## src/rv32i_instruction_step_top_macros.svh

```systemverilog
// assertion helpers for the core
`ifndef RV32I_INSTRUCTION_STEP_TOP_MACROS_SVH
`define RV32I_INSTRUCTION_STEP_TOP_MACROS_SVH

// same-cycle implication
`define RVIS_ASSERT_IMP(lbl, ante, cons) \
  lbl: assert property (@(posedge clk) disable iff (!rst_n) (ante) |-> (cons)) \
    else $error("rvis assertion failed");

// next-cycle implication
`define RVIS_ASSERT_NEXT(lbl, ante, cons) \
  lbl: assert property (@(posedge clk) disable iff (!rst_n) (ante) |=> (cons)) \
    else $error("rvis assertion failed");

`endif

```

## src/rvis_pkg.sv

```systemverilog
`timescale 1ns / 1ps
package rvis_pkg;

  // byte memory size, a power of two so addresses wrap by masking
  localparam int MEM_BYTES = 65536;

  typedef logic [3:0] alu_op_t;

  localparam alu_op_t ALU_ADD  = 4'd0;
  localparam alu_op_t ALU_SUB  = 4'd1;
  localparam alu_op_t ALU_SLL  = 4'd2;
  localparam alu_op_t ALU_SLT  = 4'd3;
  localparam alu_op_t ALU_SLTU = 4'd4;
  localparam alu_op_t ALU_XOR  = 4'd5;
  localparam alu_op_t ALU_SRL  = 4'd6;
  localparam alu_op_t ALU_SRA  = 4'd7;
  localparam alu_op_t ALU_OR   = 4'd8;
  localparam alu_op_t ALU_AND  = 4'd9;

  localparam logic [6:0] OPC_LUI    = 7'b011_0111;
  localparam logic [6:0] OPC_AUIPC  = 7'b001_0111;
  localparam logic [6:0] OPC_JAL    = 7'b110_1111;
  localparam logic [6:0] OPC_JALR   = 7'b110_0111;
  localparam logic [6:0] OPC_LOAD   = 7'b000_0011;
  localparam logic [6:0] OPC_OPIMM  = 7'b001_0011;
  localparam logic [6:0] OPC_BRANCH = 7'b110_0011;
  localparam logic [6:0] OPC_STORE  = 7'b010_0011;
  localparam logic [6:0] OPC_OP     = 7'b011_0011;

  localparam logic [6:0] F7_BASE = 7'h00;
  localparam logic [6:0] F7_ALT  = 7'h20;

  localparam logic [31:0] HALT_WORD = 32'h0ff0_0513;

  // true when the word is one of the supported rv32i instructions
  function automatic logic is_legal(input logic [31:0] ir);
    logic [6:0] opc;
    logic [2:0] f3;
    logic [6:0] f7;
    logic       ok;
    opc = ir[6:0];
    f3  = ir[14:12];
    f7  = ir[31:25];
    case (opc)
      OPC_LUI, OPC_AUIPC, OPC_JAL: ok = 1'b1;
      OPC_JALR:   ok = (f3 == 3'd0);
      OPC_BRANCH: ok = (f3 != 3'd2) && (f3 != 3'd3);
      OPC_LOAD:   ok = (f3 != 3'd3) && (f3 != 3'd6) && (f3 != 3'd7);
      OPC_STORE:  ok = (f3 <= 3'd2);
      OPC_OPIMM: begin
        if (f3 == 3'd1) ok = (f7 == F7_BASE);
        else if (f3 == 3'd5) ok = (f7 == F7_BASE) || (f7 == F7_ALT);
        else ok = 1'b1;
      end
      OPC_OP: begin
        if (f7 == F7_BASE) ok = 1'b1;
        else if (f7 == F7_ALT) ok = (f3 == 3'd0) || (f3 == 3'd5);
        else ok = 1'b0;
      end
      default: ok = 1'b0;
    endcase
    return ok;
  endfunction

endpackage

```

## src/rvis_alu.sv

```systemverilog
`timescale 1ns / 1ps
module rvis_alu import rvis_pkg::*; (
  input  alu_op_t     op,
  input  logic [31:0] x,
  input  logic [31:0] y,
  output logic [31:0] r
);

  always_comb begin
    case (op)
      ALU_ADD:  r = x + y;
      ALU_SUB:  r = x - y;
      ALU_SLL:  r = x << y[4:0];
      ALU_SLT:  r = {31'd0, $signed(x) < $signed(y)};
      ALU_SLTU: r = {31'd0, x < y};
      ALU_XOR:  r = x ^ y;
      ALU_SRL:  r = x >> y[4:0];
      ALU_SRA:  r = $unsigned($signed(x) >>> y[4:0]);
      ALU_OR:   r = x | y;
      ALU_AND:  r = x & y;
      default:  r = 32'd0;
    endcase
  end

endmodule

```

## config.mk

```make
export PLATFORM = sky130hd
export DESIGN_NAME = rvis_alu
export DESIGN_NICKNAME = d
export VERILOG_FILES = /design/src/rv32i_instruction_step_top_macros.svh /design/src/rvis_pkg.sv /design/src/rvis_alu.sv
export SDC_FILE = /design/constraint.sdc
export NUM_CORES = 1
export LEC_CHECK = 0
export BUFFER_PORTS_ARGS = -buffer_cell sky130_fd_sc_hd__buf_2
export CAP_MARGIN = 20
export CORE_MARGIN = 1
export CORE_UTILIZATION = 55
export DETAILED_ROUTE_END_ITERATION = 16
export GPL_TIMING_DRIVEN = 1
export PLACE_DENSITY = 0.86
export SYNTH_ARGS = -nofsm -noshare
export SYNTH_HDL_FRONTEND = slang
export SYNTH_SLANG_ARGS = --single-unit
```

## constraint.sdc

```tcl
create_clock -name vclk -period 4.53
set_input_delay 0.453 -clock vclk [all_inputs]
set_output_delay 0.453 -clock vclk [all_outputs]
set_load 0.03 [all_outputs]
```

## After elaboration in Yosys (flattened, before gate mapping)

Cells that the tools add are included.

- Flip-flop bits (word level): 0
- Output and inout port bits: 32
- Input bits: 68
- Word-level logic and storage cells: 21

- Eq/ne operators: 9
- Bitwise operators: 3
- Shifts and indexed selects: 3
- Add/sub/neg operators: 2
- Multiplexer cells: 1
- Reductions and logical operators: 1
- Order comparisons: 2

Operators by type and width:

| cell | number |
|---|---|
| $pmux 32 s10 | 1 |
| $lt 32x32->1 | 2 |
| $add 32x32->32 | 1 |
| $and 32x32->32 | 1 |
| $or 32x32->32 | 1 |
| $shl 32x5->32 | 1 |
| $shr 32x5->32 | 1 |
| $sshr 32x5->32 | 1 |
| $sub 32x32->32 | 1 |
| $xor 32x32->32 | 1 |
| $eq 4x3->1 const B | 4 |
| $eq 4x2->1 const B | 2 |
| $eq 4x4->1 const B | 2 |
| $eq 4x1->1 const B | 1 |
| $logic_not 4->1 | 1 |

## Logic depth before layout (Yosys ltp)

Gate-level depths: netlist of the first run.

- Depth in word-level cells: 2
- Mapped depth: 15
- Depth with buffers taken out: 13

## Least setup slack after synthesis of the first run

No wires, ideal clock.

- Path type: input -> output
- From: in y[2]
- To: out r[29]
- Data arrival time: 3.967 ns
- Buffers on the path: 3
- Stages on the path: 14
- Slack: 0.110 ns
- Required time: 4.077 ns
- Cell sequence: clkbuf_1 inv_2 buf_1 clkbuf_1 ha_1 nor3_1 a22oi_2 nand4_1 a211o_1 a2111oi_2 nor2_1 nand3b_1 a31oi_1 o31ai_1

- Longest elaborated chain between the ends: 2
- Elaborated cells on any way between the ends: 6
- Classes of those cells: add/sub: 2; shift: 3; mux: 1

Ends and longest elaborated chain:

| item | line | source |
|---|---|---|
| start: declaration | rvis_alu.sv:5 | `input logic [31:0] y,` |
| $sub 32x32->32 (tied with other cells) | rvis_alu.sv:12 | `ALU_SUB: r = x - y;` |
| $pmux 32 s10 (*) | rvis_alu.sv:10 | `case (op)` |
| end: declaration | rvis_alu.sv:6 | `output logic [31:0] r` |

Mark *: on every way between the ends. The rest lies on a longest branch, timed or not.

## Worst setup path in the final report of the first run

- From: in x[17]
- To: out r[0]

- Longest elaborated chain between the ends: 2
- Elaborated cells on any way between the ends: 6
- Classes of those cells: order compare: 2; shift: 3; mux: 1

Ends and longest elaborated chain:

| item | line | source |
|---|---|---|
| start: declaration | rvis_alu.sv:4 | `input logic [31:0] x,` |
| $lt 32x32->1 (tied with other cells) | rvis_alu.sv:15 | `ALU_SLTU: r = {31'd0, x < y};` |
| $pmux 32 s10 (*) | rvis_alu.sv:10 |  |

Marks and branches as above.

==> results of run 1 <==
-- layer usage --
layer | global-route usage | vias up
met4 | 0.260 | 0
met2 | 0.663 | 873
met3 | 0.0447 | 170
li1 | - | 4666
met5 | 0 | -
met1 | 0.561 | 4932
-- cells in the final DEF, fill, tap and decap left out, types with 26 or more instances in the layout --
cell type  synthesis  routed
a21oi_1          114     114
nor2_1           171     171
nand2_1           93      93
buf_4             12      32
mux4_2            59      59
nor3_1            30      30
buf_2             17      99
mux2i_1           38      38
inv_1             95      95
ha_1              97      97
o21ai_0          101     101
a211oi_1          26      26
-- per-stage QoR --
stage                     worst slack (ps)  area (um2)
after floorplan                        110        8570
after global placement                 441        9130
after detailed placement               438        9130
after CTS                              429        9130
after global routing                   249        9130
final                                  288        9130
-- worst max-delay path: stages --
cell	delay, ps
buf_2	230
inv_1	80
ha_1	430
or4_4	590
or4_4	450
a21oi_2	110
o21ai_1	140
a21oi_2	230
o21ai_2	110
a211oi_1	410
o21ai_1	120
a31o_2	250
buf_2	170
-- path summary, 6_finish.rpt --
kind   end  depth (start not counted)
max   r[0]                         13
min   r[0]                          4
-- cells in the mapped netlist (4+ instances only) --
cell type | n | share of area
o21ai_1 | 6 | 0.0035
mux2_2 | 4 | 0.0053
o221ai_1 | 7 | 0.0072
o21bai_1 | 15 | 0.013
inv_2 | 4 | 0.0018
a211oi_1 | 26 | 0.023
a31oi_1 | 16 | 0.012
o311ai_0 | 4 | 0.0041
xor2_1 | 5 | 0.0051
nand4_1 | 8 | 0.0058
buf_1 | 14 | 0.0061
o21a_1 | 5 | 0.0044
or3_1 | 18 | 0.013
nand3_1 | 22 | 0.013
clkbuf_1 | 53 | 0.023
inv_1 | 95 | 0.042
xnor2_1 | 14 | 0.014
nand2_1 | 93 | 0.041
o21ai_0 | 101 | 0.059
or4_1 | 5 | 0.0044
nor4_1 | 8 | 0.0058
buf_4 | 12 | 0.011
a22oi_1 | 9 | 0.0079
a221oi_1 | 15 | 0.015
ha_1 | 97 | 0.14
o211ai_1 | 22 | 0.019
a21o_1 | 11 | 0.0096
a211o_1 | 8 | 0.0082
mux2i_1 | 38 | 0.044
o22ai_1 | 7 | 0.0051
nor3_1 | 30 | 0.018
o31ai_1 | 9 | 0.0079
nor2b_1 | 14 | 0.010
and2_1 | 5 | 0.0037
nor2_1 | 171 | 0.075
nand2b_1 | 6 | 0.0044
a21oi_1 | 114 | 0.067
buf_2 | 17 | 0.0099
mux4_2 | 59 | 0.16
-- kinds of logic after synthesis --
family	count (synthesis)	synth area share
AOI/OAI and AO/OA	426	0.324
xor gates and xnor gates	19	0.0194
adders and majority gates	99	0.146
buffers and inverters	198	0.0962
muxes	101	0.205
and+or+nand+nor	398	0.209
-- cell type report --
type                       count  share of cell area
inverter                     100              0.0411
tap                          188              0.0258
timing repair buffer         133              0.0849
multi-input combinational   1043               0.848
-- power by group --
group / total, mW / internal, mW / leakage [nW] / switching (mW)
Clock: 0 / 0 / 0 / 0
Sequential: 0 / 0 / 0 / 0
Combinational: 1.23 / 0.443 / 4.00 / 0.790
==> results.json, run 1 <==
{
  "grt_pass1_wl_um": 53500,
  "grt_max_degree": 76,
  "wl_per_cell_um": 23.8,
  "fin_setup_tns_ps": 0,
  "io_buffers": 100,
  "antenna_found_initial": 0,
  "pin_count": 100,
  "start_util": 0.564,
  "grt-ovfl-total": 0,
  "instances_no_fill": 1464,
  "syn_area_per_cell_um2": 6.91,
  "crit_fanout": 11,
  "worstPathRequired_ps": 4080,
  "top_layer_used": "met4",
  "syn_area_mm2": 0.00857,
  "max_freq_mhz": 236,
  "post-cts-setup-buffer-count": 0,
  "die_y_um": 127,
  "synthCells": 1241,
  "drt_iter0_drc": 1810,
  "yosysSeqAreaShare": 0,
  "synth_cell_types": 79,
  "p_per_area_mw_per_mm2": 135,
  "nNetsFinal": 1445,
  "rsz0062_at_grt": "false",
  "synth_nets": 1408,
  "status": "complete, no violations",
  "hold_start": "op[3]",
  "end_kind": "output port",
  "fin_util": 0.601,
  "crit_start": "x[17]",
  "worst_setup_path_start_kind": "primary input",
  "cts_hold_buffers": 0,
  "grt_use_total": 0.423,
  "peakVddDrop_v": 0.000123,
  "wl_met1_um": 13100,
  "n_antenna_cell": 0,
  "dp_hpwl_um": 27000,
  "maxCapViolations": 0,
  "relSlewSlack": 0.320,
  "seq_cell_count": 0,
  "multi_input_area_mm2": 0.00775,
  "wl_met2_um": 15000,
  "antenna_left": 0,
  "vias": 10641,
  "cts.repair.resized": 0,
  "whs_ps": 1530,
  "worst_pin_slew_ps": 1020,
  "final-setup-viol-count": 0,
  "leakagePower_nw": 4.00,
  "finalCritPeriodShare": 0.936,
  "dr.pass1.iters": 6,
  "n_clock_buffer": 0,
  "ys_warn_count": 0,
  "seq_area_um2": 0,
  "critical_path_class": "in2out",
  "dr_wl_met3_um": 4020,
  "rows": 45,
  "finalCriticalPeriod_ps": 4240,
  "dp_cells": 1464,
  "cp.arrival_ps": 3790,
  "drc": 0,
  "wirelength_um": 34900,
  "fp.dieW_um": 127,
  "avgViaCountPerCell": 7.27,
  "fill_cells": 1514,
  "place.gp.congestion": 1.08,
  "syn_to_final_growth_pct": 6.58,
  "hp-class": "in2out",
  "drive_gt1_frac": 0.172,
  "coreArea_mm2": 0.0152,
  "dieArea_mm2": 0.0161,
  "p_total_mw": 1.23,
  "final-hold-violation-count": 0,
  "maxSlewViolCount": 0,
  "grt_pass1_vias": 9447
}
No activity file was read; power rests on OpenSTA's default activity.
==> run 2, diff against run 1 <==
CORE_UTILIZATION = 25   (was 55)
PLACE_DENSITY = 0.51   (was 0.86)
==> results.json, run 2 (same netlist as run 1, synthesis figures left out) <==
{
  "finalCriticalPeriod_ps": 4210,
  "grt_pass1_vias": 9474,
  "status": "complete, no violations",
  "drive_gt1_frac": 0.185,
  "leakagePower_nw": 4.10,
  "n_antenna_cell": 0,
  "dp_hpwl_um": 32700,
  "layout.cells.most_common": "nor2_1",
  "fin_setup_tns_ps": 0,
  "instances_no_fill": 1743,
  "worst_pin_slew_ps": 826,
  "cts.repair.resized": 0,
  "whs_path_depth": 4,
  "antenna_found_initial": 0,
  "rows": 67,
  "drt_iter0_drc": 1207,
  "p_per_area_mw_per_mm2": 134,
  "grt-ovfl-total": 0,
  "final-hold-violation-count": 0,
  "relSlewSlack": 0.447,
  "layout_common_cells": "nor2_1 (171), a21oi_1 (114), o21ai_0 (101)",
  "crit_fanout": 57,
  "p_total_mw": 1.29,
  "hp-class": "in2out",
  "placed_area_mm2": 0.00961,
  "maxCapViolations": 0,
  "n_clock_buffer": 0,
  "pin_count": 100,
  "grt_max_degree": 76,
  "whs_endpoint": "r[25]",
  "fin_area_mm2": 0.00961,
  "power_switching_mw": 0.827,
  "vias": 10195,
  "whs_ps": 1530,
  "worst_setup_path_start_kind": "primary input",
  "grt_use_total": 0.225,
  "finalCritPeriodShare": 0.930,
  "power_frac_clock": 0,
  "nNetsFinal": 1464,
  "fp.dieW_um": 187,
  "seq_area_um2": 0,
  "p_comb_frac": 1.000,
  "wl_per_cell_um": 23.5,
  "wirelength_um": 40900,
  "rsz0062_at_grt": "false",
  "maxSlewViolCount": 0,
  "sequentialPowerShare": 0,
  "grt_pass1_wl_um": 61000,
  "critical_path_class": "in2out",
  "hold_start": "op[3]",
  "dp_cells": 1743,
  "die_y_um": 187,
  "p_sw_frac": 0.643,
  "seq_cell_count": 0,
  "cts_hold_buffers": 0,
  "end_kind": "output port",
  "cp.arrival_ps": 3760,
  "coreArea_mm2": 0.0336,
  "intPower_mw": 0.458,
  "peakVddDrop_v": 0.0000711,
  "place.gp.congestion": 1.06,
  "dieArea_mm2": 0.0350,
  "dr.pass1.iters": 6,
  "drc": 0,
  "max_freq_mhz": 237,
  "avgViaCountPerCell": 5.85,
  "syn_to_final_growth_pct": 12.2,
  "worstPathRequired_ps": 4080,
  "post-cts-setup-buffer-count": 0,
  "antenna_left": 0,
  "io_buffers": 100,
  "final-setup-viol-count": 0,
  "start_util": 0.255
}
[run 2: cell types whose count changed in the layout (fill, tap and decap cells not counted)]
cell,delta
buf_12,+1
buf_4,+18
[run 2: worst max-delay path by stage]
stage | slack [ps] | from | end
final | 320 | y[4] | r[31]
after global routing | 20 | x[7] | r[28]
after CTS | 390 | x[7] | r[28]
after detailed placement | 400 | x[7] | r[28]
after global placement | 370 | x[8] | r[31]
after floorplan | 110 | y[2] | r[29]
[run 2: per-layer routing]
| layer | global-route usage | share of wire | vias to the layer above |
|---|---|---|---|
| li1 | - | - | 4700 |
| met3 | 0.0257 | 0.077 | 56 |
| met5 | 0 | 0 | - |
| met4 | 0.0776 | 0.039 | 0 |
| met2 | 0.346 | 0.44 | 558 |
| met1 | 0.321 | 0.45 | 4881 |
[run 2: stage by stage]
step / setup slack (ps) / utilization
after CTS: 394 / 0.286
after detailed placement: 398 / 0.286
after global placement: 371 / 0.286
after global routing: 18.9 / 0.286
after floorplan: 110 / -
final: 318 / 0.286
[run 2: power by group through the flow]
stage / registers, mW / logic, mW / clock network [mW]
final: 0 / 1.29 / 0
after global routing: 0 / 1.38 / 0
after CTS: 0 / 1.26 / 0
after detailed placement: 0 / 1.25 / 0
after global placement: 0 / 1.26 / 0
after floorplan: 0 / 0.839 / 0
[run 2: critical path, cell delays in order]
cell	delay [ps]
buf_2	110
buf_4	480
ha_1	380
nor2_1	60
o21ai_0	80
o211a_1	230
a31oi_1	110
buf_4	170
o31ai_4	400
a21oi_1	230
o41a_1	460
a2111o_1	300
nand3_1	80
buf_2	200
[run 2: area by class of cell]
type,count,area [um2]
inverters,100,375
repair buffers,152,931
multi-input cells,1043,7750
well taps,448,561
fillers,3768,24000
